===== config.mk =====
export PLATFORM = sky130hd
export DESIGN_NAME = slfr_parser
export DESIGN_NICKNAME = d
export VERILOG_FILES = /design/src/hdl/slfr_pkg.sv /design/src/hdl/slfr_parser.sv
export SDC_FILE = /design/constraint.sdc
export NUM_CORES = 1
export LEC_CHECK = 0
export BUFFER_PORTS_ARGS = -buffer_cell sky130_fd_sc_hd__buf_2
export CAP_MARGIN = 20
export CORE_AREA = 5 5 138 154
export DETAILED_ROUTE_END_ITERATION = 10
export DIE_AREA = 0 0 143 159
export PLACE_DENSITY = 0.53
export SLEW_MARGIN = 0
export SYNTH_ARGS = -nofsm -noshare
export SYNTH_HDL_FRONTEND = slang
export SYNTH_SLANG_ARGS = --single-unit
export TNS_END_PERCENT = 20

===== constraint.sdc =====
create_clock -name clock -period 9.75 [get_ports clock]
set_clock_uncertainty 0.05 [all_clocks]
set_input_delay 2.925 -clock clock [delete_from_list [all_inputs] [get_ports clock]]
set_output_delay 2.925 -clock clock [all_outputs]
set_load 0.01 [all_outputs]

===== src/hdl/slfr_pkg.sv =====
// shared types, constants and helpers of the sync/length/xor frame receiver
package slfr_pkg;

   localparam logic [7:0] SYNC_FIRST_RESET  = 8'hEB;
   localparam logic [7:0] SYNC_SECOND_RESET = 8'h53;

   localparam logic [7:0] TYPE_BANK0 = 8'h06;
   localparam logic [7:0] TYPE_BANK1 = 8'h07;
   localparam logic [7:0] TYPE_BANK2 = 8'h08;

   localparam logic [1:0] BANK0   = 2'd0;
   localparam logic [1:0] BANK1   = 2'd1;
   localparam logic [1:0] BANK2   = 2'd2;
   localparam logic [1:0] NO_BANK = 2'd3;

   localparam logic [0:0] CSR_SYNC_FIRST  = 1'b0;
   localparam logic [0:0] CSR_SYNC_SECOND = 1'b1;

   typedef enum logic [2:0] {
      PS_SYNC1   = 3'd0,
      PS_SYNC2   = 3'd1,
      PS_LEN_LO  = 3'd2,
      PS_LEN_HI  = 3'd3,
      PS_PAYLOAD = 3'd4
   } parse_state_type;

   typedef struct packed {
      logic        wr;
      logic        rd;
   } mem_ctl_type;

   typedef struct packed {
      logic        frame_good;
      logic [1:0]  bank_hit;
      logic [7:0]  frame_type;
      logic [15:0] header_length;
      logic        bad_checksum;
      logic        overflow;
      logic        rd_hit;
   } res_type;

   function automatic logic [1:0] type_to_bank(input logic [7:0] t);
      logic [1:0] b;
      case (t)
         TYPE_BANK0: b = BANK0;
         TYPE_BANK1: b = BANK1;
         TYPE_BANK2: b = BANK2;
         default:    b = NO_BANK;
      endcase
      return b;
   endfunction

endpackage


===== src/hdl/slfr_parser.sv =====
// frame parser, bank map and sync registers; issues buffer accesses
module slfr_parser import slfr_pkg::*; #(
   parameter int BUF_DEPTH = 1024,
   parameter int AW        = 10
) (
   input  logic          clock,
   input  logic          reset,
   input  logic          csr_write,
   input  logic [0:0]    csr_index,
   input  logic [7:0]    csr_data,
   input  logic          fire,
   input  logic          cmd,
   input  logic [7:0]    rx_byte,
   input  logic [1:0]    bank_sel,
   input  logic [9:0]    read_index,
   output res_type       res,
   output mem_ctl_type   mem_ctl,
   output logic [AW+1:0] wr_addr,
   output logic [7:0]    wr_data,
   output logic [AW+1:0] rd_addr
);

   localparam int CW = $clog2(BUF_DEPTH + 1);
   localparam logic [CW-1:0] DEPTH_C = CW'(BUF_DEPTH);
   localparam logic [15:0] DEPTH_W = 16'(BUF_DEPTH);

   parse_state_type state_ff, state_in;
   logic [7:0]    sync_first_ff, sync_second_ff;
   logic [7:0]    xor_ff, xor_in;
   logic [CW-1:0] count_ff, count_in;
   logic [15:0]   pending_ff, pending_in;
   logic [15:0]   header_ff, header_in;
   logic [7:0]    first_ff, first_in;
   logic [1:0]    map_ff [4];
   logic [1:0]    map_in [4];
   logic [15:0]   len_ff [4];
   logic [15:0]   len_in [4];
   logic [3:0]    written_ff, written_in;

   logic [7:0]    first_byte;
   logic [1:0]    hit;
   logic [15:0]   idx_w;
   logic          rd_ok;
   logic          last_byte;
   logic          full;

   assign first_byte = (count_ff == '0) ? rx_byte : first_ff;
   assign hit        = type_to_bank(first_byte);
   assign idx_w      = 16'(read_index);
   assign rd_ok      = written_ff[bank_sel] && (idx_w < len_ff[bank_sel]) && (idx_w < DEPTH_W);
   assign last_byte  = 16'(count_ff) >= pending_ff;
   assign full       = count_ff >= DEPTH_C;

   // next state
   always_comb begin
      state_in = state_ff;
      if (fire && !cmd) begin
         case (state_ff)
            PS_SYNC1:   state_in = (rx_byte == sync_first_ff) ? PS_SYNC2 : PS_SYNC1;
            PS_SYNC2:   state_in = (rx_byte == sync_second_ff) ? PS_LEN_LO : PS_SYNC1;
            PS_LEN_LO:  state_in = PS_LEN_HI;
            PS_LEN_HI:  state_in = PS_PAYLOAD;
            PS_PAYLOAD: state_in = (full || last_byte) ? PS_SYNC1 : PS_PAYLOAD;
            default:    state_in = PS_SYNC1;
         endcase
      end
   end

   // datapath, bank map and buffer accesses
   always_comb begin
      xor_in     = xor_ff;
      count_in   = count_ff;
      pending_in = pending_ff;
      header_in  = header_ff;
      first_in   = first_ff;
      map_in     = map_ff;
      len_in     = len_ff;
      written_in = written_ff;
      res        = '0;
      res.bank_hit = NO_BANK;
      mem_ctl    = '0;
      wr_addr    = {map_ff[NO_BANK], count_ff[AW-1:0]};
      wr_data    = rx_byte;
      rd_addr    = {map_ff[bank_sel], idx_w[AW-1:0]};
      if (fire) begin
         if (cmd) begin
            mem_ctl.rd = rd_ok;
            res.rd_hit = rd_ok;
         end else begin
            case (state_ff)
               PS_SYNC1: begin
                  if (rx_byte != sync_first_ff) begin
                     xor_in   = '0;
                     count_in = '0;
                  end
               end
               PS_SYNC2: begin
                  count_in = '0;
                  if (rx_byte != sync_second_ff) begin
                     xor_in = '0;
                  end
               end
               PS_LEN_LO: begin
                  pending_in = {8'h00, rx_byte};
               end
               PS_LEN_HI: begin
                  pending_in = {rx_byte, pending_ff[7:0]};
                  header_in  = {rx_byte, pending_ff[7:0]};
               end
               PS_PAYLOAD: begin
                  if (full) begin
                     res.overflow = 1'b1;
                     xor_in       = '0;
                     count_in     = '0;
                  end else begin
                     mem_ctl.wr = 1'b1;
                     first_in   = first_byte;
                     if (last_byte) begin
                        xor_in   = '0;
                        count_in = '0;
                        if (xor_ff == rx_byte) begin
                           res.frame_good = 1'b1;
                           res.frame_type = first_byte;
                           res.bank_hit   = hit;
                           if (hit != NO_BANK) begin
                              map_in[hit]     = map_ff[NO_BANK];
                              map_in[NO_BANK] = map_ff[hit];
                              len_in[hit]     = pending_ff;
                              written_in[hit] = 1'b1;
                           end
                        end else begin
                           res.bad_checksum = 1'b1;
                        end
                     end else begin
                        count_in = count_ff + CW'(1);
                        xor_in   = xor_ff ^ rx_byte;
                     end
                  end
               end
               default: begin
                  xor_in   = '0;
                  count_in = '0;
               end
            endcase
         end
      end
      res.header_length = header_in;
   end

   always_ff @(posedge clock) begin
      if (reset) begin
         state_ff       <= PS_SYNC1;
         sync_first_ff  <= SYNC_FIRST_RESET;
         sync_second_ff <= SYNC_SECOND_RESET;
         xor_ff         <= '0;
         count_ff       <= '0;
         pending_ff     <= '0;
         header_ff      <= '0;
         written_ff     <= '0;
         for (int i = 0; i < 4; i++) begin
            map_ff[i] <= 2'(i);
         end
      end else begin
         state_ff   <= state_in;
         xor_ff     <= xor_in;
         count_ff   <= count_in;
         pending_ff <= pending_in;
         header_ff  <= header_in;
         written_ff <= written_in;
         map_ff     <= map_in;
         if (csr_write) begin
            case (csr_index)
               CSR_SYNC_FIRST:  sync_first_ff  <= csr_data;
               CSR_SYNC_SECOND: sync_second_ff <= csr_data;
               default: ;
            endcase
         end
      end
   end

   always_ff @(posedge clock) begin
      first_ff <= first_in;
      len_ff   <= len_in;
   end

endmodule


### After elaboration in Yosys (flattened, before gate mapping)

Index checks and enable logic that the tools add are counted.

* flip-flop bits (word level): 154
* input port bits: 34
* output and inout bits: 64
* logic and storage cells: 128

* add/subtract/negate cells: 1
* magnitude comparators: 10
* equality and inequality tests: 15
* multiplexer cells: 56
* bitwise operators: 9
* reduce and logical (&&, ||, !) cells: 19

Operators with widths (number)
* 11-bit 2-to-1 mux: 9
* 16-bit 2-to-1 mux: 6
* 64-bit bitwise mux: 1
* 8-bit 2-to-1 mux: 5
* 11-bit one-hot mux with 3 select lines: 1
* 16-bit binary-select mux with 2-bit select: 1
* 16-bit demux with 2-bit select: 1
* 16-bit one-hot mux with 2 select lines: 1
* 8-bit one-hot mux with 4 select lines: 1
* 8-bit == test: 3
* 2-bit 2-to-1 mux: 9
* 8-bit by 3-bit == test with 1-bit output (second input constant): 2
* 11-bit by 16-bit greater-or-equal comparator with 1-bit output: 1
* 10-bit by 16-bit less-than comparator with 1-bit output: 1
* 8-bit != test: 2
* 3-bit one-hot mux with 5 select lines: 1
* 4-bit AND reduction: 3
* 11-bit by 1-bit adder with 11-bit output (second input constant): 1
* 11-bit greater-or-equal comparator (second input constant): 1
* 11-bit logical NOT: 1
* 10-bit by 11-bit less-than comparator with 1-bit output (second input constant): 1
* 1-bit 2-to-1 mux: 11
* 2-bit binary-select mux with 2-bit select: 2
* 8-bit bitwise mux: 1
* 28 further kinds: 44

### Logic depth before layout (Yosys ltp)

* depth in word-level cells: 10
* mapped depth: 12
* depth with buffers taken out: 9

### Least setup slack after synthesis

OpenSTA, ideal clock, no wires.

* path kind: input -> output
* start point: input port bank_sel[0]
* end point: output port res[0] (netlist name)
* data arrival time: 5.950 ns
* required time: 6.775 ns
* slack: 0.825 ns
* stages: 12
* buffers on the path: 3
* path through: buf_2 -> buf_1 -> mux4_2 -> inv_1 -> ha_1 -> a21o_1 -> a21o_1 -> a211o_1 -> a2111oi_0 -> a211oi_1 -> a21oi_1 -> buf_4

RTL lines
* start: declaration: RTL line slfr_parser.sv:14 `input logic [1:0] bank_sel,`
* end: declaration: RTL line slfr_parser.sv:16 `output res_type res,`

==> reports/results.txt <==
Worst EP required: 6780 ps
Antenna Nets Post-Route: 0
Mapped Cells: 690
Max frequency: 0.114 GHz
Setup TNS Final: 0 ps
Status: finished clean
Die H: 159 µm
DR vias: 5173
Post-synth top cells: 91 x nand2_1, 82 x dfxtp_1, 72 x edfxtp_1
Final Setup Violations: 0
Worst EP arrival: 5770 ps
Setup bufs post-CTS: 0
Final hold vios: 0
Top cells by area, synth: edfxtp_1 30%, dfxtp_1 23%, nand2_1 4.7%, mux4_2 4.0%, ha_1 3.8%
Minimum clock period: 8740 ps
Global-route usage over all layers: 15.8%
Startpoint class of the critical path: input port
Max incr delay on CP: 560 ps
Yosys reg bits: 154
Global route overflow: 0
Clk Latency, worst-skew pair: 420 ps
Routability cong.: 0.841
Stages on the worst setup path: 11
Crit path cell chain: buf_2 > mux4_2 > inv_1 > ha_1 > a21o_1 > a21o_1 > a211o_1 > a2111oi_0 > a211oi_1 > a21oi_1 > buf_2
Number of max-cap violations: 0
Num CTS Buffers: 17
Root Driver: clkbuf_16
Worst R2R End: len_ff[37]
Synth area leader: edfxtp_1
Slew Limit Headroom: 30.0%
First-pass DRT Iterations: 4
VDD IR-drop max: 0.000122 V
FP Rows: 54
Crit path from: bank_sel[0]
Cell family with most CP delay: compound AO/OA/AOI/OAI gates
Starting DRC count in detailed routing: 285
Die Wd: 143 µm
Internal reg-to-reg setup slack: 6350 ps
Sequential fraction of the synthesis area: 52.2%
Power Dens Cells: 165 nW/µm²
Most frequent cell after synthesis: nand2_1
Clk sink count: 154
Resized Gates After CTS: 0
Hold Crit Class: reg2reg
Fin crit share: 89.7%
Syn Area/Cell: 10.6 µm²
Yosys top cell area share: 29.7%
Die area: 22700 µm²
CTS clock-pin slew for the worst setup and hold paths: 60 ps
Largest net degree at the start of global routing: 56
Total core area: 19500 µm²
Yosys warns: 0
Slowest-stage cell, CP: mux4_2
R2R depth: 5
RSZ-0062 raised after global routing: no
CP Buf/Inv Count: 3
Share of layout cells above drive strength 1: 21.1%
Vias in the first global route: 5378
TritonCTS clock tree: built
Area growth syn-to-layout: 14.1%
Pleak: 0.00323 µW
Num ports: 98
Diode count: 0
Worst r2r src: state_ff[0]
Syn Std Cell Area: 7280 µm²
Unique cell type count in the Yosys netlist: 60
DR vias/cell: 5.07
CTS Buffer Depth: 2
Post-synth EDFFs: 72
Async SR Flop Fraction: 0%
Initial antenna violation count: 0
Final slew viol count: 0
Routed WL: 17.5 mm
Crit path capture type: primary output
IO buf count: 97
DP HPWL: 12.6 mm
H-tree depth: 4
Initial core utilization: 37.3%
Global-route wire length before repair: 28.1 mm
Avg WL per Cell: 17.1 µm
Layout Nets: 812
CP endpoint: mem_ctl[0]
Layout Utilization: 42.5%
Worst-margin pin slew: 1050 ps
CP Max Fanout: 15
Type of the worst setup path: in2out
Hold-fix buffers, CTS: 0
Commonest register cell after synthesis: dfxtp_1
DRC: 0
worst min-delay path by stage:
stage | startpoint | to | slack, ps | cells past startpoint
finish | header_ff[0] | header_ff[0] | 420 | 2
global route | sync_second_ff[7] | sync_second_ff[7] | 440 | 2
CTS | written_ff[3] | written_ff[3] | 420 | 1
global placement | written_ff[2] | written_ff[2] | 390 | 2
floorplan | written_ff[3] | written_ff[3] | 380 | 1
detailed placement | written_ff[3] | written_ff[3] | 410 | 1
flip-flops by register name, indices dropped and copies added (netlist names):
register and count:
pending_ff 16, wr_addr 2, written_ff 4, len_ff 64, sync_first_ff 8, count_ff 11, sync_second_ff 8, header_ff 16
state_ff 3, map_ff 6, xor_ff 8, first_ff 8
metrics by stage:
stage / cells / total power, µW / setup WS, ps / area [µm²] / hold slack (ps)
after floorplan: 705 / 750 / 825 / 7340 / 383
after global placement: 989 / 768 / 1040 / 7760 / 393
after detailed placement: 989 / 769 / 992 / 7760 / 407
after CTS: 1021 / 1390 / 979 / 8310 / 417
after global routing: 1021 / 1430 / 809 / 8310 / 435
final: 1021 / 1370 / 1010 / 8310 / 416
routing by layer:
layer	vias up	GRT usage, %	share of wire (%)
met5	-	0	0
met4	0	5.19	2.0
met3	23	4.30	6.2
met2	121	27.4	50
met1	2482	18.9	42
li1	2547	-	-
worst reg2reg max path, cell delays in order, from the launching register on:
cell and delay, ps:
dfxtp_1 460, nor4b_2 450, and2_1 450, nand3_1 320, a211o_1 470, nor2_2 810
where the power goes:
group | total (µW) | switching [µW] | internal (µW)
registers | 682 | 3.83 | 678
logic | 72.5 | 44.3 | 28.2
clock network | 619 | 269 | 350
total | 1370 | 317 | 1060
cell families (layout without fill, tap and decap cells):
kind of cell / after synthesis / in the layout / share of synthesized area, %
simple gates: 223 / 223 / 15.4
flops: 154 / 154 / 52.2
compound gates: 120 / 120 / 10.6
buf+inv: 108 / 172 / 7.63
xor+xnor: 31 / 31 / 3.73
mux: 31 / 31 / 6.63
fa+ha+maj: 22 / 22 / 3.78
other cells: 1 / 16 / 0.0515
cells in the final DEF (no fill, tap or decap), types with 3 or more instances in the layout:
master     count
or4_1          5
dfxtp_1       82
mux4_2        13
nand4_1        5
a2111oi_4      3
nor2_1        24
inv_1         41
o32ai_1        8
ha_1          22
clkinv_2       3
buf_2         97
edfxtp_1      72
mux2_2         5
clkbuf_16     17
inv_6          4
and2_1        19
a21oi_1       52
xor2_1         9
nor4_1        13
o21ai_0       32
conb_1        16
nand2b_1       4
mux2i_1       12
nand3_1       34
nand2_1       91
nor3_1         5
a31oi_1        3
xnor2_1       22
nor2b_1        5
cell type report:
class / instances / area (µm²)
Fill cell: 1884 / 11200
Clock inverter: 15 / 123
Timing Repair Buffer: 99 / 500
Sequential cell: 154 / 3800
Inverter: 41 / 154
Clock buffer: 17 / 425
Multi-Input combinational cell: 443 / 2980
Tap cell: 252 / 315
Power figures use the tool's default switching activity.
