--- config.mk ---
export PLATFORM = sky130hd
export DESIGN_NAME = slfr_resp_flat
export DESIGN_NICKNAME = d
export VERILOG_FILES = /design/src/hdl/slfr_pkg.sv /design/src/hdl/slfr_if.sv /design/src/hdl/slfr_resp.sv /design/src/flat_wrapper.sv
export SDC_FILE = /design/constraint.sdc
export NUM_CORES = 1
export LEC_CHECK = 0
export ABC_AREA = 1
export BUFFER_PORTS_ARGS = -buffer_cell sky130_fd_sc_hd__buf_2
export CELL_PAD_IN_SITES_DETAIL_PLACEMENT = 0
export CELL_PAD_IN_SITES_GLOBAL_PLACEMENT = 1
export CORE_MARGIN = 5
export CORE_UTILIZATION = 35
export CTS_CLUSTER_DIAMETER = 60
export DETAILED_ROUTE_END_ITERATION = 10
export PLACE_DENSITY = 0.7
export SLEW_MARGIN = 20
export SYNTH_ARGS = -nofsm -noshare
export SYNTH_HDL_FRONTEND = slang
export SYNTH_SLANG_ARGS = --single-unit
--- constraint.sdc ---
create_clock -name clock -period 2.52 [get_ports clock]
set_input_delay 0.126 -clock clock [delete_from_list [all_inputs] [get_ports clock]]
set_output_delay 0.126 -clock clock [all_outputs]
set_load 0.02 [all_outputs]
--- src/hdl/slfr_pkg.sv ---
// shared types, constants and helpers of the sync/length/xor frame receiver
package slfr_pkg;

   localparam logic [7:0] SYNC_FIRST_RESET  = 8'hEB;
   localparam logic [7:0] SYNC_SECOND_RESET = 8'h53;

   localparam logic [7:0] TYPE_BANK0 = 8'h06;
   localparam logic [7:0] TYPE_BANK1 = 8'h07;
   localparam logic [7:0] TYPE_BANK2 = 8'h08;

   localparam logic [1:0] BANK0   = 2'd0;
   localparam logic [1:0] BANK1   = 2'd1;
   localparam logic [1:0] BANK2   = 2'd2;
   localparam logic [1:0] NO_BANK = 2'd3;

   localparam logic [0:0] CSR_SYNC_FIRST  = 1'b0;
   localparam logic [0:0] CSR_SYNC_SECOND = 1'b1;

   typedef enum logic [2:0] {
      PS_SYNC1   = 3'd0,
      PS_SYNC2   = 3'd1,
      PS_LEN_LO  = 3'd2,
      PS_LEN_HI  = 3'd3,
      PS_PAYLOAD = 3'd4
   } parse_state_type;

   typedef struct packed {
      logic        wr;
      logic        rd;
   } mem_ctl_type;

   typedef struct packed {
      logic        frame_good;
      logic [1:0]  bank_hit;
      logic [7:0]  frame_type;
      logic [15:0] header_length;
      logic        bad_checksum;
      logic        overflow;
      logic        rd_hit;
   } res_type;

   function automatic logic [1:0] type_to_bank(input logic [7:0] t);
      logic [1:0] b;
      case (t)
         TYPE_BANK0: b = BANK0;
         TYPE_BANK1: b = BANK1;
         TYPE_BANK2: b = BANK2;
         default:    b = NO_BANK;
      endcase
      return b;
   endfunction

endpackage

--- src/hdl/slfr_if.sv ---


interface slfr_rsp_if;
   logic        valid;
   logic        ready;
   logic        frame_good;
   logic [1:0]  bank_hit;
   logic [7:0]  frame_type;
   logic [15:0] header_length;
   logic        bad_checksum;
   logic        overflow;
   logic [7:0]  read_data;
   modport source(output valid, frame_good, bank_hit, frame_type, header_length,
                  bad_checksum, overflow, read_data, input ready);
   modport sink(input valid, frame_good, bank_hit, frame_type, header_length,
                bad_checksum, overflow, read_data, output ready);
endinterface


--- src/hdl/slfr_resp.sv ---
// result pipeline: buffer-read stage and output register
module slfr_resp import slfr_pkg::*; (
   input  logic       clock,
   input  logic       reset,
   input  logic       fire,
   input  res_type    res,
   input  logic [7:0] rd_data,
   output logic       in_ready,
   slfr_rsp_if.source rsp_bus
);

   logic    s1_valid_ff, s1_valid_in;
   res_type s1_res_ff;
   logic    out_valid_ff, out_valid_in;
   res_type out_res_ff;
   logic [7:0] out_rd_ff;
   logic    out_load;

   assign out_load = s1_valid_ff && (!out_valid_ff || rsp_bus.ready);
   assign in_ready = !s1_valid_ff || out_load;

   always_comb begin
      s1_valid_in = s1_valid_ff;
      if (fire) begin
         s1_valid_in = 1'b1;
      end else if (out_load) begin
         s1_valid_in = 1'b0;
      end
      out_valid_in = out_valid_ff;
      if (out_load) begin
         out_valid_in = 1'b1;
      end else if (rsp_bus.ready) begin
         out_valid_in = 1'b0;
      end
   end

   always_ff @(posedge clock) begin
      if (reset) begin
         s1_valid_ff  <= 1'b0;
         out_valid_ff <= 1'b0;
      end else begin
         s1_valid_ff  <= s1_valid_in;
         out_valid_ff <= out_valid_in;
      end
   end

   always_ff @(posedge clock) begin
      if (fire) begin
         s1_res_ff <= res;
      end
      if (out_load) begin
         out_res_ff <= s1_res_ff;
         out_rd_ff  <= s1_res_ff.rd_hit ? rd_data : 8'h00;
      end
   end

   assign rsp_bus.valid         = out_valid_ff;
   assign rsp_bus.frame_good    = out_res_ff.frame_good;
   assign rsp_bus.bank_hit      = out_res_ff.bank_hit;
   assign rsp_bus.frame_type    = out_res_ff.frame_type;
   assign rsp_bus.header_length = out_res_ff.header_length;
   assign rsp_bus.bad_checksum  = out_res_ff.bad_checksum;
   assign rsp_bus.overflow      = out_res_ff.overflow;
   assign rsp_bus.read_data     = out_rd_ff;

endmodule

--- src/flat_wrapper.sv ---
// flat-port wrapper written by rule: the top's interface ports become plain ports
module slfr_resp_flat import slfr_pkg::*;
  (clock, reset, fire, res, rd_data, in_ready, rsp_bus_valid, rsp_bus_frame_good, rsp_bus_bank_hit, rsp_bus_frame_type, rsp_bus_header_length, rsp_bus_bad_checksum, rsp_bus_overflow, rsp_bus_read_data, rsp_bus_ready);
  slfr_rsp_if rsp_bus_i ();
  input  logic clock;
  input  logic reset;
  input  logic fire;
  input  res_type res;
  input  logic [7:0] rd_data;
  output logic in_ready;
  output wire logic [$bits(rsp_bus_i.valid)-1:0] rsp_bus_valid;
  output wire logic [$bits(rsp_bus_i.frame_good)-1:0] rsp_bus_frame_good;
  output wire logic [$bits(rsp_bus_i.bank_hit)-1:0] rsp_bus_bank_hit;
  output wire logic [$bits(rsp_bus_i.frame_type)-1:0] rsp_bus_frame_type;
  output wire logic [$bits(rsp_bus_i.header_length)-1:0] rsp_bus_header_length;
  output wire logic [$bits(rsp_bus_i.bad_checksum)-1:0] rsp_bus_bad_checksum;
  output wire logic [$bits(rsp_bus_i.overflow)-1:0] rsp_bus_overflow;
  output wire logic [$bits(rsp_bus_i.read_data)-1:0] rsp_bus_read_data;
  input wire logic [$bits(rsp_bus_i.ready)-1:0] rsp_bus_ready;
  assign rsp_bus_valid = rsp_bus_i.valid;
  assign rsp_bus_frame_good = rsp_bus_i.frame_good;
  assign rsp_bus_bank_hit = rsp_bus_i.bank_hit;
  assign rsp_bus_frame_type = rsp_bus_i.frame_type;
  assign rsp_bus_header_length = rsp_bus_i.header_length;
  assign rsp_bus_bad_checksum = rsp_bus_i.bad_checksum;
  assign rsp_bus_overflow = rsp_bus_i.overflow;
  assign rsp_bus_read_data = rsp_bus_i.read_data;
  assign rsp_bus_i.ready = rsp_bus_ready;
  slfr_resp u_core (.clock(clock), .reset(reset), .fire(fire), .res(res), .rd_data(rd_data), .in_ready(in_ready), .rsp_bus(rsp_bus_i));
endmodule
# ---- Yosys cells after proc, flatten, opt, wreduce, memory -nomap -nowiden
# Cells that the tools add are included.
dict set report op_classes {
  add_sub_neg 0
  mul 0
  n_div 0
  order_cmp 0
  eq_ne 0
  shifts 0
  muxes 4
  bitwise_logic 0
  n_reduce_logical 7
}
# cell count
set op_table {}
lappend op_table {{2-to-1 mux 1 bit} 4}
lappend op_table {{nonzero test 2 bit} 2}
lappend op_table {{logical NOT 1 bit} 2}
lappend op_table {{logical OR 1 bit} 2}
lappend op_table {{logical AND 1 bit} 1}
dict set report totals {
  ff_bits 69
  latchBits 0
  ramBits 0
  mem_bits_ro 0
  input_bits 42
  out_inout_bits 39
  word_cells 27
  n_memories 0
}

# ---- Longest topological paths before layout
# Gate-level depths: netlist of run 1.
dict set report logic_depth {
  ltp_word 5
  ltp_mapped 3
  depth_no_buf 3
}

# ---- Worst setup path before layout of run 1
# No wires, ideal clock.
dict set report synth_timing {
  path_kind {register -> register}
  from {register u_core.out_valid_ff (netlist: u_core.rsp_bus.valid)}
  to {register u_core.out_res_ff, in the netlist u_core.rsp_bus.bad_checksum, enable pin}
  setup_time_ns 0.444
  t_arrival_ns 2.260
  t_required_ns 2.076
  path_slack_ns -0.184
  stages_incl_launch_ff 2
  period_less_slack_ns 2.704
  cell_sequence {dfxtp_1 > a21oi_1}
}
dict set report synth_between {
  elab_chain_cells 3
}
# element line
set synth_lines {}
lappend synth_lines {{start, declared} slfr_resp.sv:14} ;# logic out_valid_ff, out_valid_in;
lappend synth_lines {{start signal, assigned} slfr_resp.sv:43} ;# out_valid_ff <= out_valid_in;
lappend synth_lines {{logical NOT 1 bit} slfr_resp.sv:19} ;# assign out_load = s1_valid_ff && (!out_valid_ff || rsp_bus.ready);
lappend synth_lines {{logical OR 1 bit} slfr_resp.sv:19}
lappend synth_lines {{logical AND 1 bit} slfr_resp.sv:19}
lappend synth_lines {{named net u_core.out_load} slfr_resp.sv:17} ;# logic out_load;
lappend synth_lines {{end signal, assigned} slfr_resp.sv:52} ;# out_res_ff <= s1_res_ff;
lappend synth_lines {{end, declared} slfr_resp.sv:15} ;# res_type out_res_ff;
# The timed path passes the listed nets, and every way through them passes these cells.
# A chain may end at the register's enable or synchronous reset.

# ---- Worst setup path after layout of run 1
dict set report layout_timing {
  from {register u_core.out_valid_ff (netlist: u_core.rsp_bus.valid)}
  to {register u_core.out_res_ff, in the netlist u_core.rsp_bus.frame_type[1], enable pin}
}
# The elaborated chain is that of the path after synthesis.

==> results of run 1 <==
==> flip-flops by register name (all words and copies together) (netlist names) <==
| register | count |
|---|---|
| u_core.rsp_bus.frame_type | 8 |
| u_core.rsp_bus.bank_hit | 2 |
| u_core.rsp_bus.bad_checksum | 1 |
| u_core.rsp_bus.header_length | 16 |
| u_core.rsp_bus.frame_good | 1 |
| u_core.rsp_bus.read_data | 8 |
| u_core.rsp_bus.valid | 1 |
| u_core.s1_valid_ff | 1 |
| u_core.rsp_bus.overflow | 1 |
| u_core.s1_res_ff | 30 |
==> critical path, delay by kind of cell, from the launching register on <==
kind	cells	cell delay [ns]
flip-flops	1	0.36
AO/OA/AOI/OAI	1	0.15
buffers and inverters	1	0.41
==> layer usage <==
layer,GRT usage (%),vias up,share of wire (%)
met4,7.005,0,1.3
li1,-,591,-
met5,0,-,0
met1,13.87,555,44
met3,3.259,6,11
met2,15.84,67,44
==> area by class of cell <==
cell class	instances	area share, %
timing repair buffer	112	22.55
multi-input combinational	13	2.043
tap	75	2.947
clock buffer	10	4.008
sequential	69	64.44
clock inverter	6	2.711
inverter	11	1.297
==> worst min path at each step <==
stage / end / slack (ns) / cells past startpoint
6_report: u_core.rsp_bus.read_data[6]$_SDFFCE_PN0P_ / 0.05 / 3
2_1_floorplan: u_core.rsp_bus.valid$_SDFFE_PP0P_ / 0.20 / 1
5_1_grt: u_core.rsp_bus.read_data[6]$_SDFFCE_PN0P_ / 0.04 / 3
4_1_cts: u_core.rsp_bus.read_data[6]$_SDFFCE_PN0P_ / 0.03 / 3
3_5_place_dp: u_core.s1_valid_ff$_SDFFE_PP0P_ / 0.30 / 2
3_3_place_gp: u_core.s1_res_ff[14]$_DFFE_PP_ / 0.30 / 1
==> what timing repair did <==
action | CTS | global route
endpoints found under the hold margin | 32 | 0
hold buffers | 31 | 0
resized for setup | 0 | 0
==> logic make-up (layout without fill, tap and decap cells) <==
family,count (synthesis),after routing,share of synthesized area [%]
compound gates,3,3,0.6975
buf+inv,12,139,2.151
flops,69,69,95.35
simple gates,10,10,1.802
==> where the power goes <==
part	leakage (nW)	switching [mW]	internal [mW]
logic	0.551	0.0956	0.0788
clock network	0.108	0.401	0.558
registers	0.659	0.0206	1.35
==> placed cells by master, fill, tap and decap left out, types with 2 or more instances in the layout <==
cell type       n
a21oi_1         2
buf_2          80
bufinv_16       2
clkbuf_8        9
dfxtp_1         2
dlygate4sd3_1  31
edfxtp_1       67
inv_1          11
nand2_1         9
==> through the flow <==
step	hold WS, ns	instances	area [um^2]
6_report	0.05290	296	3184
3_5_place_dp	0.3038	249	2660
4_1_cts	0.03382	296	3184
3_3_place_gp	0.3027	249	2660
5_1_grt	0.03847	296	3184
2_1_floorplan	0.1951	94	2156
==> synth_stat cells (all sizes together) <==
library cell	n	area, um^2
nand3	1	5.000
edfxtp	67	2012
a21oi	3	15.01
inv	11	41.29
dfxtp	2	40.04
nand2	9	33.78
buf	1	5.000
==> impl_results.md, run 1 <==
- Final total power: 2.499 mW
- Sequential share of the synthesized area: 95.35%
- Initial antenna violation count: 0
- Max Fclk: 763.1 MHz
- Number of synthesized register bits: 69
- Setup crit end: u_core.rsp_bus.frame_type[1]$_DFFE_PP_
- Fin util: a little over half
- Period utilization: 52.00%
- Status: completed
- Distinct cell type count of the synthesized netlist: 7
- CTS tree: yes
- Worst path required time: 2.49 ns
- Global-route wire length before repair: 5975 um
- DR pass1 iterations: 4
- Worst path max stage delay: 0.41 ns
- Reg2reg start: u_core.rsp_bus.valid$_SDFFE_PP0P_
- Wire per inst: around 14 um
- Hold Crit Class: in -> reg
- Final Hold Vio Count: 0
- Final worst setup slack: 1.210 ns
- Largest buffer count on any clock path: 2
- Critical Path Start: u_core.rsp_bus.valid$_SDFFE_PP0P_
- Post-synthesis cell area: 0.002152 mm^2
- VDD IR max: 0.3723 mV
- Pin count of the biggest net entering global routing: 38
- Post-DP HPWL: around 2700 um
- Reg2Reg Depth: 2
- Iteration-0 DRC Markers: 66
- Worst path arrival time: ~1.3 ns
- Slowest cell on the critical path: buf_4
- Worst-Margin Slew: 0.7074 ns
- Vias: roughly 1200
- Max-Cap Viols: 0
- Die height: 88.42 um
- Max Slew Vio Count: 0
- Max FO, Critical Path: 37
- Gr usage total: 10.78%
- Post-synthesis average cell area: between 20 and 25 um^2
- Antenna Cells: 0
- Crit Path Class: reg -> reg
- Core ar.: 0.005956 mm^2
- Initial Util: 36.13%
- Mapped Nets: 136
- R2r setup slk: 1.21 ns
- Top Ports: 81
- Post-CTS setup buffer count: 0
- Cells after synthesis: 94
- Min Tclk post-route: 1.310 ns
- RSZ-0062 raised after global routing: false
- Die width: 88.42 um
- Routed Antenna Nets: 0
- Reg clk slew, reported paths: 0.07 ns
- Die ar.: 0.007817 mm^2
- Clock Skew: slightly above 0.01 ns
- Skew-Pair Late Insertion Delay: roughly 0.33 ns
- Sink Count: just under 70
- Cell Pwr Density: 784.8 mW/mm^2
- Worst reg2reg endpoint: u_core.rsp_bus.frame_type[1]$_DFFE_PP_
- Inserted Clock Buffers: 9
- Filler cells: 505
- Clk root buf: clkbuf_8
- Critical path startpoint category: flip-flop
- GPL Wtd Cong: 0.7068
- Layout cells sized above 1: 43.44%
- CP Cell Sequence: a21oi_4 -> buf_4
- Htree depth: 3
- Routed wire length: about 4100 um
- Setup violators final: 0
- Ys Warns: 0
- Slew headroom: 52.84%
- PortBufs: 80
- Drt via density: 4.118
- Final Net Count: 258
- Seq. cell area: 0.002052 mm^2
- Hold_sp: rd_data[6]
- Cell Rows: 28
- Pre-CTS WS: 1.214 ns
- Vias in the first global route: 1229
- Layout area overhead: 47.96%
- GRT overflow: 0
- Critical path endpoint category: flip-flop
- Setup_tns: 0 ns
- P_leak: 1.319 nW
- Area occupied by multi-input gates: 65.06 um^2
- Drt drc: 0
No activity file was read; power rests on OpenSTA's default activity.
==> run 2: changes to the inputs <==
==> constraint.sdc (replaced) <==
create_clock -name clock -period 1.12 [get_ports clock]
set_input_delay 0.056 -clock clock [delete_from_list [all_inputs] [get_ports clock]]
set_output_delay 0.056 -clock clock [all_outputs]
set_load 0.02 [all_outputs]
==> run 2 against run 1 <==
Effect of this change: sequential power increased by 120%; utilization up 3.1 points; flip-flop and latch count unchanged; design area is 5.8% higher; worst setup slack worse by 1.2 ns; global-route usage up 0.33 points; count of clock-buffer cells in the layout decreased by 1; wire length is 0.96% higher; die area did not move; clock skew is 0.0059 ns lower; sequential share of layout area decreased by 3.4 points.
==> impl_results.md, run 2 (synthesis results as in run 1) <==
- Critical path endpoint category: flip-flop
- P_leak: 1.397 nW (+5.9%)
- Cell Rows: 28 (unchanged)
- Critical Path Start: u_core.s1_valid_ff$_SDFFE_PP0P_
- Max Slew Vio Count: 0 (unchanged)
- Iteration-0 DRC Markers: 26 (-61%)
- Drt drc: 0 (unchanged)
- Max Fclk: 938.7 MHz (+23%)
- Wire per inst: 13.39 um (-2.3%)
- Worst-Margin Slew: 0.2254 ns (-0.4820 ns)
- Global-route wire length before repair: 6141 um (+2.8%)
- Final total power: 6.079 mW (+140%)
- Max-Cap Viols: 0 (unchanged)
- Most flops, register: u_core.s1_res_ff
- Layout area overhead: 56.51%
- Seq. cell area: 0.002056 mm^2 (+0.18%)
- Hold Crit Class: in -> reg
- VDD IR max: 0.8958 mV (+140%)
- CP Cell Sequence: inv_1 -> a21oi_4 -> buf_12
- Core ar.: 0.005956 mm^2 (unchanged)
- Die height: 88.42 um (unchanged)
- Vias in the first global route: 1293 (+5.2%)
- Power share of the combinational group: 7.2% (+0.2 points)
- Drt via density: 4.092 (-0.65%)
- PortBufs: 80 (unchanged)
- Routed wire length: 4097 um (+0.96%)
- Clk pwr share: 42.2% (+3.8 points)
- Clock Skew: 0.004416 ns (-0.005882 ns)
- Max reg flops: 30 (unchanged)
- Final hold slack: 0.01996 ns (-0.03295 ns)
- Layout cells sized above 1: 43.29% (-0.15 points)
- GRT overflow: 0 (unchanged)
- Antenna Cells: 0 (unchanged)
- Area occupied by multi-input gates: 65.06 um^2 (unchanged)
- Cell Pwr Density: 1805 mW/mm^2 (+130%)
- Sequential fraction of design power: 50.5% (-4.2 points)
- DR pass1 iterations: 4 (unchanged)
- Worst path required time: 1.16 ns (-1.33 ns)
- Post-DP HPWL: 2798 um (+5.2%)
- Routed Antenna Nets: 0 (unchanged)
- Max FO, Critical Path: 18 (-51%)
- Die width: 88.42 um (unchanged)
- Initial antenna violation count: 0 (unchanged)
- Min Tclk post-route: 1.065 ns (-0.2451 ns)
- Vias: 1252 (+2.7%)
- Final Hold Vio Count: 0 (unchanged)
- Reg clk slew, reported paths: 0.07 ns (about the same)
- Die ar.: 0.007817 mm^2 (unchanged)
- Inserted Clock Buffers: 9 (unchanged)
- CTS tree: yes
- Sw Ratio: 18.79% (-1.9 points)
- Slew headroom: 84.97% (+32 points)
- CTS resizes: 0 (unchanged)
- Largest buffer count on any clock path: 2 (unchanged)
- Worst path max stage delay: 0.33 ns (-0.08 ns)
- Top Ports: 81 (unchanged)
- R2r setup slk: 0.05 ns (-1.15 ns)
- Slowest cell on the critical path: dfxtp_1
- Worst path arrival time: 1.11 ns (-0.17 ns)
- Setup violators final: 0 (unchanged)
- Htree depth: 3 (unchanged)
- Placed insts: 251 (+0.80%)
- Most common cell after layout, fill and taps aside: buf_2
- Gr usage total: 11.11% (+0.33 points)
- Period utilization: 95.12% (+43 points)
- Status: completed
- Reg2reg start: u_core.s1_valid_ff$_SDFFE_PP0P_
- Filler cells: 470 (-6.9%)
- Post-CTS Hold Buffers: 39 (+26%)
- Crit Path Class: reg -> reg
- Sink Count: 69 (unchanged)
- Pin count of the biggest net entering global routing: 32 (-16%)
- GPL Wtd Cong: 0.7892 (+12%)
- Internal: 4.937 mW (+150%)
- Critical path startpoint category: flip-flop
- Most frequent cells in the layout: buf_2 (80), edfxtp_1 (67), dlygate4sd3_1 (39)
- Switching power: 1.142 mW (+120%)
- Post-CTS setup buffer count: 0 (unchanged)
- Clk root buf: clkbuf_8
- Initial Util: 36.13% (unchanged)
- Post-route insts no fill: 306 (+3.4%)
- Final Net Count: 268 (+3.9%)
- RSZ-0062 raised after global routing: false
- Skew-Pair Late Insertion Delay: 0.33 ns (about the same)
- Hold_sp: rsp_bus_ready
run 2: layer usage:
layer  share of wire [%]  vias to the layer above  GRT usage (%)  wire, um
li1                    -                      609              -         -
met1                  42                      565          13.42      1708
met2                  45                       70          17.27      1850
met3                  12                        8          4.935       476
met4                 1.5                        0          4.945        61
met5                   0                        -              0         0
run 2: per-stage QoR:
stage / utilization [%] / TNS (ns) / worst slack [ns] / area [um^2]
2_1_floorplan: - / -11.67 / -0.3153 / 2167
3_5_place_dp: 45.61 / 0 / 0.05141 / 2716
3_3_place_gp: 45.61 / 0 / 0.07584 / 2716
4_1_cts: 56.55 / 0 / 0.04454 / 3368
5_1_grt: 56.55 / 0 / 0.01886 / 3368
6_report: 56.55 / 0 / 0.05467 / 3368
run 2: path summary, 6_finish.rpt:
check                                               endpoint  depth (start not counted)
setup reg to reg  u_core.rsp_bus.header_length[12]$_DFFE_PP_                          3
hold / removal             u_core.rsp_bus.valid$_SDFFE_PP0P_                          4
setup / recovery  u_core.rsp_bus.header_length[12]$_DFFE_PP_                          3
hold reg to reg   u_core.rsp_bus.header_length[13]$_DFFE_PP_                          0
run 2: layout make-up:
type,instances,share of cell area [%]
well taps,75,2.786
inverters,11,1.226
repair buffers,122,25.26
clock buffers,9,3.678
flip-flops and latches,69,61.03
clock inverters,7,4.086
multi-input cells,13,1.932
run 2: power groups by stage:
stage          Combinational (mW)  Sequential [mW]  Clock, mW
3_5_place_dp                0.342             3.13          0
2_1_floorplan              0.0502             3.21          0
4_1_cts                     0.449             3.07       2.64
3_3_place_gp                0.333             3.12          0
5_1_grt                     0.474             3.09       2.76
6_report                    0.441             3.07       2.57
run 2: worst max-delay path, delay by kind of cell (launching register included):
family,cells,cell delay [ns]
AO/OA/AOI/OAI,1,0.18
buffers and inverters,2,0.26
flip-flops,1,0.33
==> run 3: changes to the inputs <==
--- a/config.mk
+++ b/config.mk
@@ -6,13 +6,13 @@
 export NUM_CORES = 1
 export LEC_CHECK = 0
 export ABC_AREA = 1
-export BUFFER_PORTS_ARGS = -buffer_cell sky130_fd_sc_hd__buf_2
+export BUFFER_PORTS_ARGS = -buffer_cell sky130_fd_sc_hd__clkbuf_2
 export CELL_PAD_IN_SITES_DETAIL_PLACEMENT = 0
 export CELL_PAD_IN_SITES_GLOBAL_PLACEMENT = 1
-export CORE_MARGIN = 5
 export CORE_UTILIZATION = 35
 export CTS_CLUSTER_DIAMETER = 60
 export DETAILED_ROUTE_END_ITERATION = 10
+export GPL_ROUTABILITY_DRIVEN = 1
 export PLACE_DENSITY = 0.7
 export SLEW_MARGIN = 20
 export SYNTH_ARGS = -nofsm -noshare
==> run 3 against run 2 <==
Effect of this change: non-clock buffer count is 5 higher; register-to-register slack worse by 0.04 ns; design area hardly changed; total power is 11% lower; count of clock-buffer cells in the layout is 3 higher; via count is 1.6% higher; sequential power hardly changed; combinational power is 8.4% higher; die area is 17% lower; first-iteration DRC count is 62% higher; utilization is 0.36 points higher; fmax is 3.5% lower; critical path type unchanged.
==> impl_results.md, run 3 (synthesis results as in run 1) <==
- Status: completed
- Final total power: 5.421 mW (-11%)
- Crit Path Class: reg -> reg
- P_leak: 1.407 nW (+0.70%)
- Inserted Clock Buffers: 9 (unchanged)
- Clk root buf: clkbuf_8
- Levels on crit path: 4 (+1)
- Cell Pwr Density: 1609 mW/mm^2 (-11%)
- Final Net Count: 273 (+1.9%)
- Top Ports: 81 (unchanged)
- Max FO, Critical Path: 13 (-5)
- Worst path arrival time: 1.15 ns (+0.04 ns)
- Iteration-0 DRC Markers: 42 (+62%)
- RSZ-0062 raised after global routing: true
- Die ar.: 0.006467 mm^2 (-17%)
- Drt drc: 0 (unchanged)
- Wire per inst: 12.85 um (-4.0%)
- Worst reg2reg endpoint: u_core.rsp_bus.frame_type[1]$_DFFE_PP_
- Worst path max stage delay: 0.33 ns (about the same)
- Worst path required time: 1.17 ns (about the same)
- Worst-Margin Slew: 0.2475 ns (+0.02214 ns)
- Initial Util: 36.35% (+0.21 points)
- Seq. cell area: 0.002057 mm^2 (about the same)
- Slowest cell on the critical path: dfxtp_2
- Fin util: 56.91% (+0.36 points)
- Critical path startpoint category: flip-flop
- Final hold slack: 0.01830 ns (-0.001657 ns)
- Most flops, register: u_core.s1_res_ff
- Most common cell after layout, fill and taps aside: clkbuf_2
- Routed wire length: 3997 um (-2.4%)
- Vias: 1272 (+1.6%)
- Reg2Reg Depth: 4 (+1)
- GPL Wtd Cong: 0.7289 (-7.6%)
- Area occupied by multi-input gates: 65.06 um^2 (unchanged)
- Die width: 80.42 um (-9.0%)
- Gr usage total: 13.05% (+1.9 points)
- WHS Path Cells: 3 (-1)
- Slew headroom: 83.50% (-1.5 points)
- Reg2reg start: u_core.s1_valid_ff$_SDFFE_PP0P_
- Initial antenna violation count: 0 (unchanged)
- R2r setup slk: 0.02 ns (-0.04 ns)
- Vias in the first global route: 1288 (-0.39%)
- Final worst setup slack: 0.01557 ns (-0.03910 ns)
- Setup violators final: 0 (unchanged)
- Die height: 80.42 um (-9.0%)
- VDD IR max: 1.014 mV (+13%)
- Global-route wire length before repair: 5747 um (-6.4%)
- Pin count of the biggest net entering global routing: 25 (-22%)
- Filler cells: 473 (+0.64%)
- Max Fclk: 905.4 MHz (-3.5%)
- Core ar.: 0.005921 mm^2 (-0.59%)
- Critical Path Start: u_core.s1_valid_ff$_SDFFE_PP0P_
- Min Tclk post-route: 1.104 ns (+0.03910 ns)
- Sink Count: 69 (unchanged)
- DR pass1 iterations: 3 (-1)
- Hold Crit Class: in -> reg
- CP Cell Sequence: inv_2 -> a21oi_4 -> buf_6 -> buf_12
- Top Family by Delay on Critical Path: flip-flops
- Crit path buffers/inverters: 3 (+1)
- Routed Antenna Nets: 0 (unchanged)
- Most frequent cells in the layout: clkbuf_2 (80), edfxtp_1 (67), dlygate4sd3_1 (38)
- Max-Cap Viols: 0 (unchanged)
- Skew-Pair Late Insertion Delay: 0.33 ns (about the same)
- Reg clk slew, reported paths: 0.07 ns (about the same)
- Pre-CTS WS: 0.02701 ns (-0.02439 ns)
- Setup_tns: 0 ns (unchanged)
- Setup crit end: u_core.rsp_bus.frame_type[1]$_DFFE_PP_
- Layout cells sized above 1: 44.49% (+1.2 points)
- Layout area overhead: 56.57% (about the same)
- Final Hold Vio Count: 0 (unchanged)
- GRT overflow: 0 (unchanged)
- Antenna Cells: 0 (unchanged)
- Htree depth: 3 (unchanged)
- Largest buffer count on any clock path: 2 (unchanged)
- Critical path endpoint category: flip-flop
- Max reg flops: 30 (unchanged)
- Drt via density: 4.090 (about the same)
- Period utilization: 98.61% (+3.5 points)
- CTS tree: yes
- Clock Skew: 0.003729 ns (-0.0006868 ns)
- Max Slew Vio Count: 0 (unchanged)
- Cell Rows: 28 (unchanged)
- PortBufs: 80 (unchanged)
[run 3: cell count changes in the layout (fill, tap and decap cells not counted), moves of 2 or more]
cell	previous run	this run
buf_2	80	0
buf_4	0	2
buf_6	0	2
bufinv_16	4	1
clkbuf_1	0	3
clkbuf_16	0	2
clkbuf_2	0	80
clkinvlp_4	0	2
[run 3: repair_timing]
item	in CTS	in global routing
buffers inserted	0	2
setup endpoints to repair	0	24
hold buffers	38	0
hold endpoints to repair	39	0
resized for setup	0	3
[run 3: how the worst min path moves through the flow]
stage / slack, ns / end / start
2_1_floorplan: 0.12 / u_core.rsp_bus.valid$_SDFFE_PP0P_ / reset
3_3_place_gp: 0.22 / u_core.rsp_bus.valid$_SDFFE_PP0P_ / reset
3_5_place_dp: 0.23 / u_core.rsp_bus.valid$_SDFFE_PP0P_ / reset
4_1_cts: 0.01 / u_core.rsp_bus.read_data[7]$_SDFFCE_PN0P_ / rd_data[7]
5_1_grt: 0.03 / u_core.rsp_bus.read_data[7]$_SDFFCE_PN0P_ / rd_data[7]
6_report: 0.02 / u_core.rsp_bus.read_data[7]$_SDFFCE_PN0P_ / rd_data[7]
[run 3: worst register-to-register path, stage by stage, from the launching register on]
cell	delay (ns)
dfxtp_2	0.33
inv_2	0.05
a21oi_4	0.16
buf_6	0.14
buf_12	0.13
[run 3: final cells by class]
cell class / count / share of cell area [%]
Tap cell: 75 / 2.785
Multi-Input combinational cell: 13 / 1.931
Sequential cell: 69 / 61.05
Clock buffer: 12 / 4.010
Inverter: 11 / 1.225
Timing Repair Buffer: 127 / 27.55
Clock inverter: 4 / 1.448
[run 3: report_power, final]
part,switching (mW),internal [mW]
sequential,0.0502,3.03
clock,0.843,1.02
combinational,0.234,0.244
total,1.13,4.29
[run 3: stage by stage]
| step | instance area, um^2 | instances |
|---|---|---|
| after CTS | 3276 | 306 |
| after global routing | 3369 | 311 |
| after detailed placement | 2711 | 252 |
| after global placement | 2711 | 252 |
| final | 3369 | 311 |
| after floorplan | 2167 | 94 |
[run 3: layer usage]
layer	wire [um]	vias up	part of all wire, %	global-route usage (%)
li1	-	620	-	-
met1	1700	581	43	14.50
met2	1879	64	47	20.51
met3	345	7	8.6	4.659
met4	72	0	1.8	9.643
met5	0	-	0	0
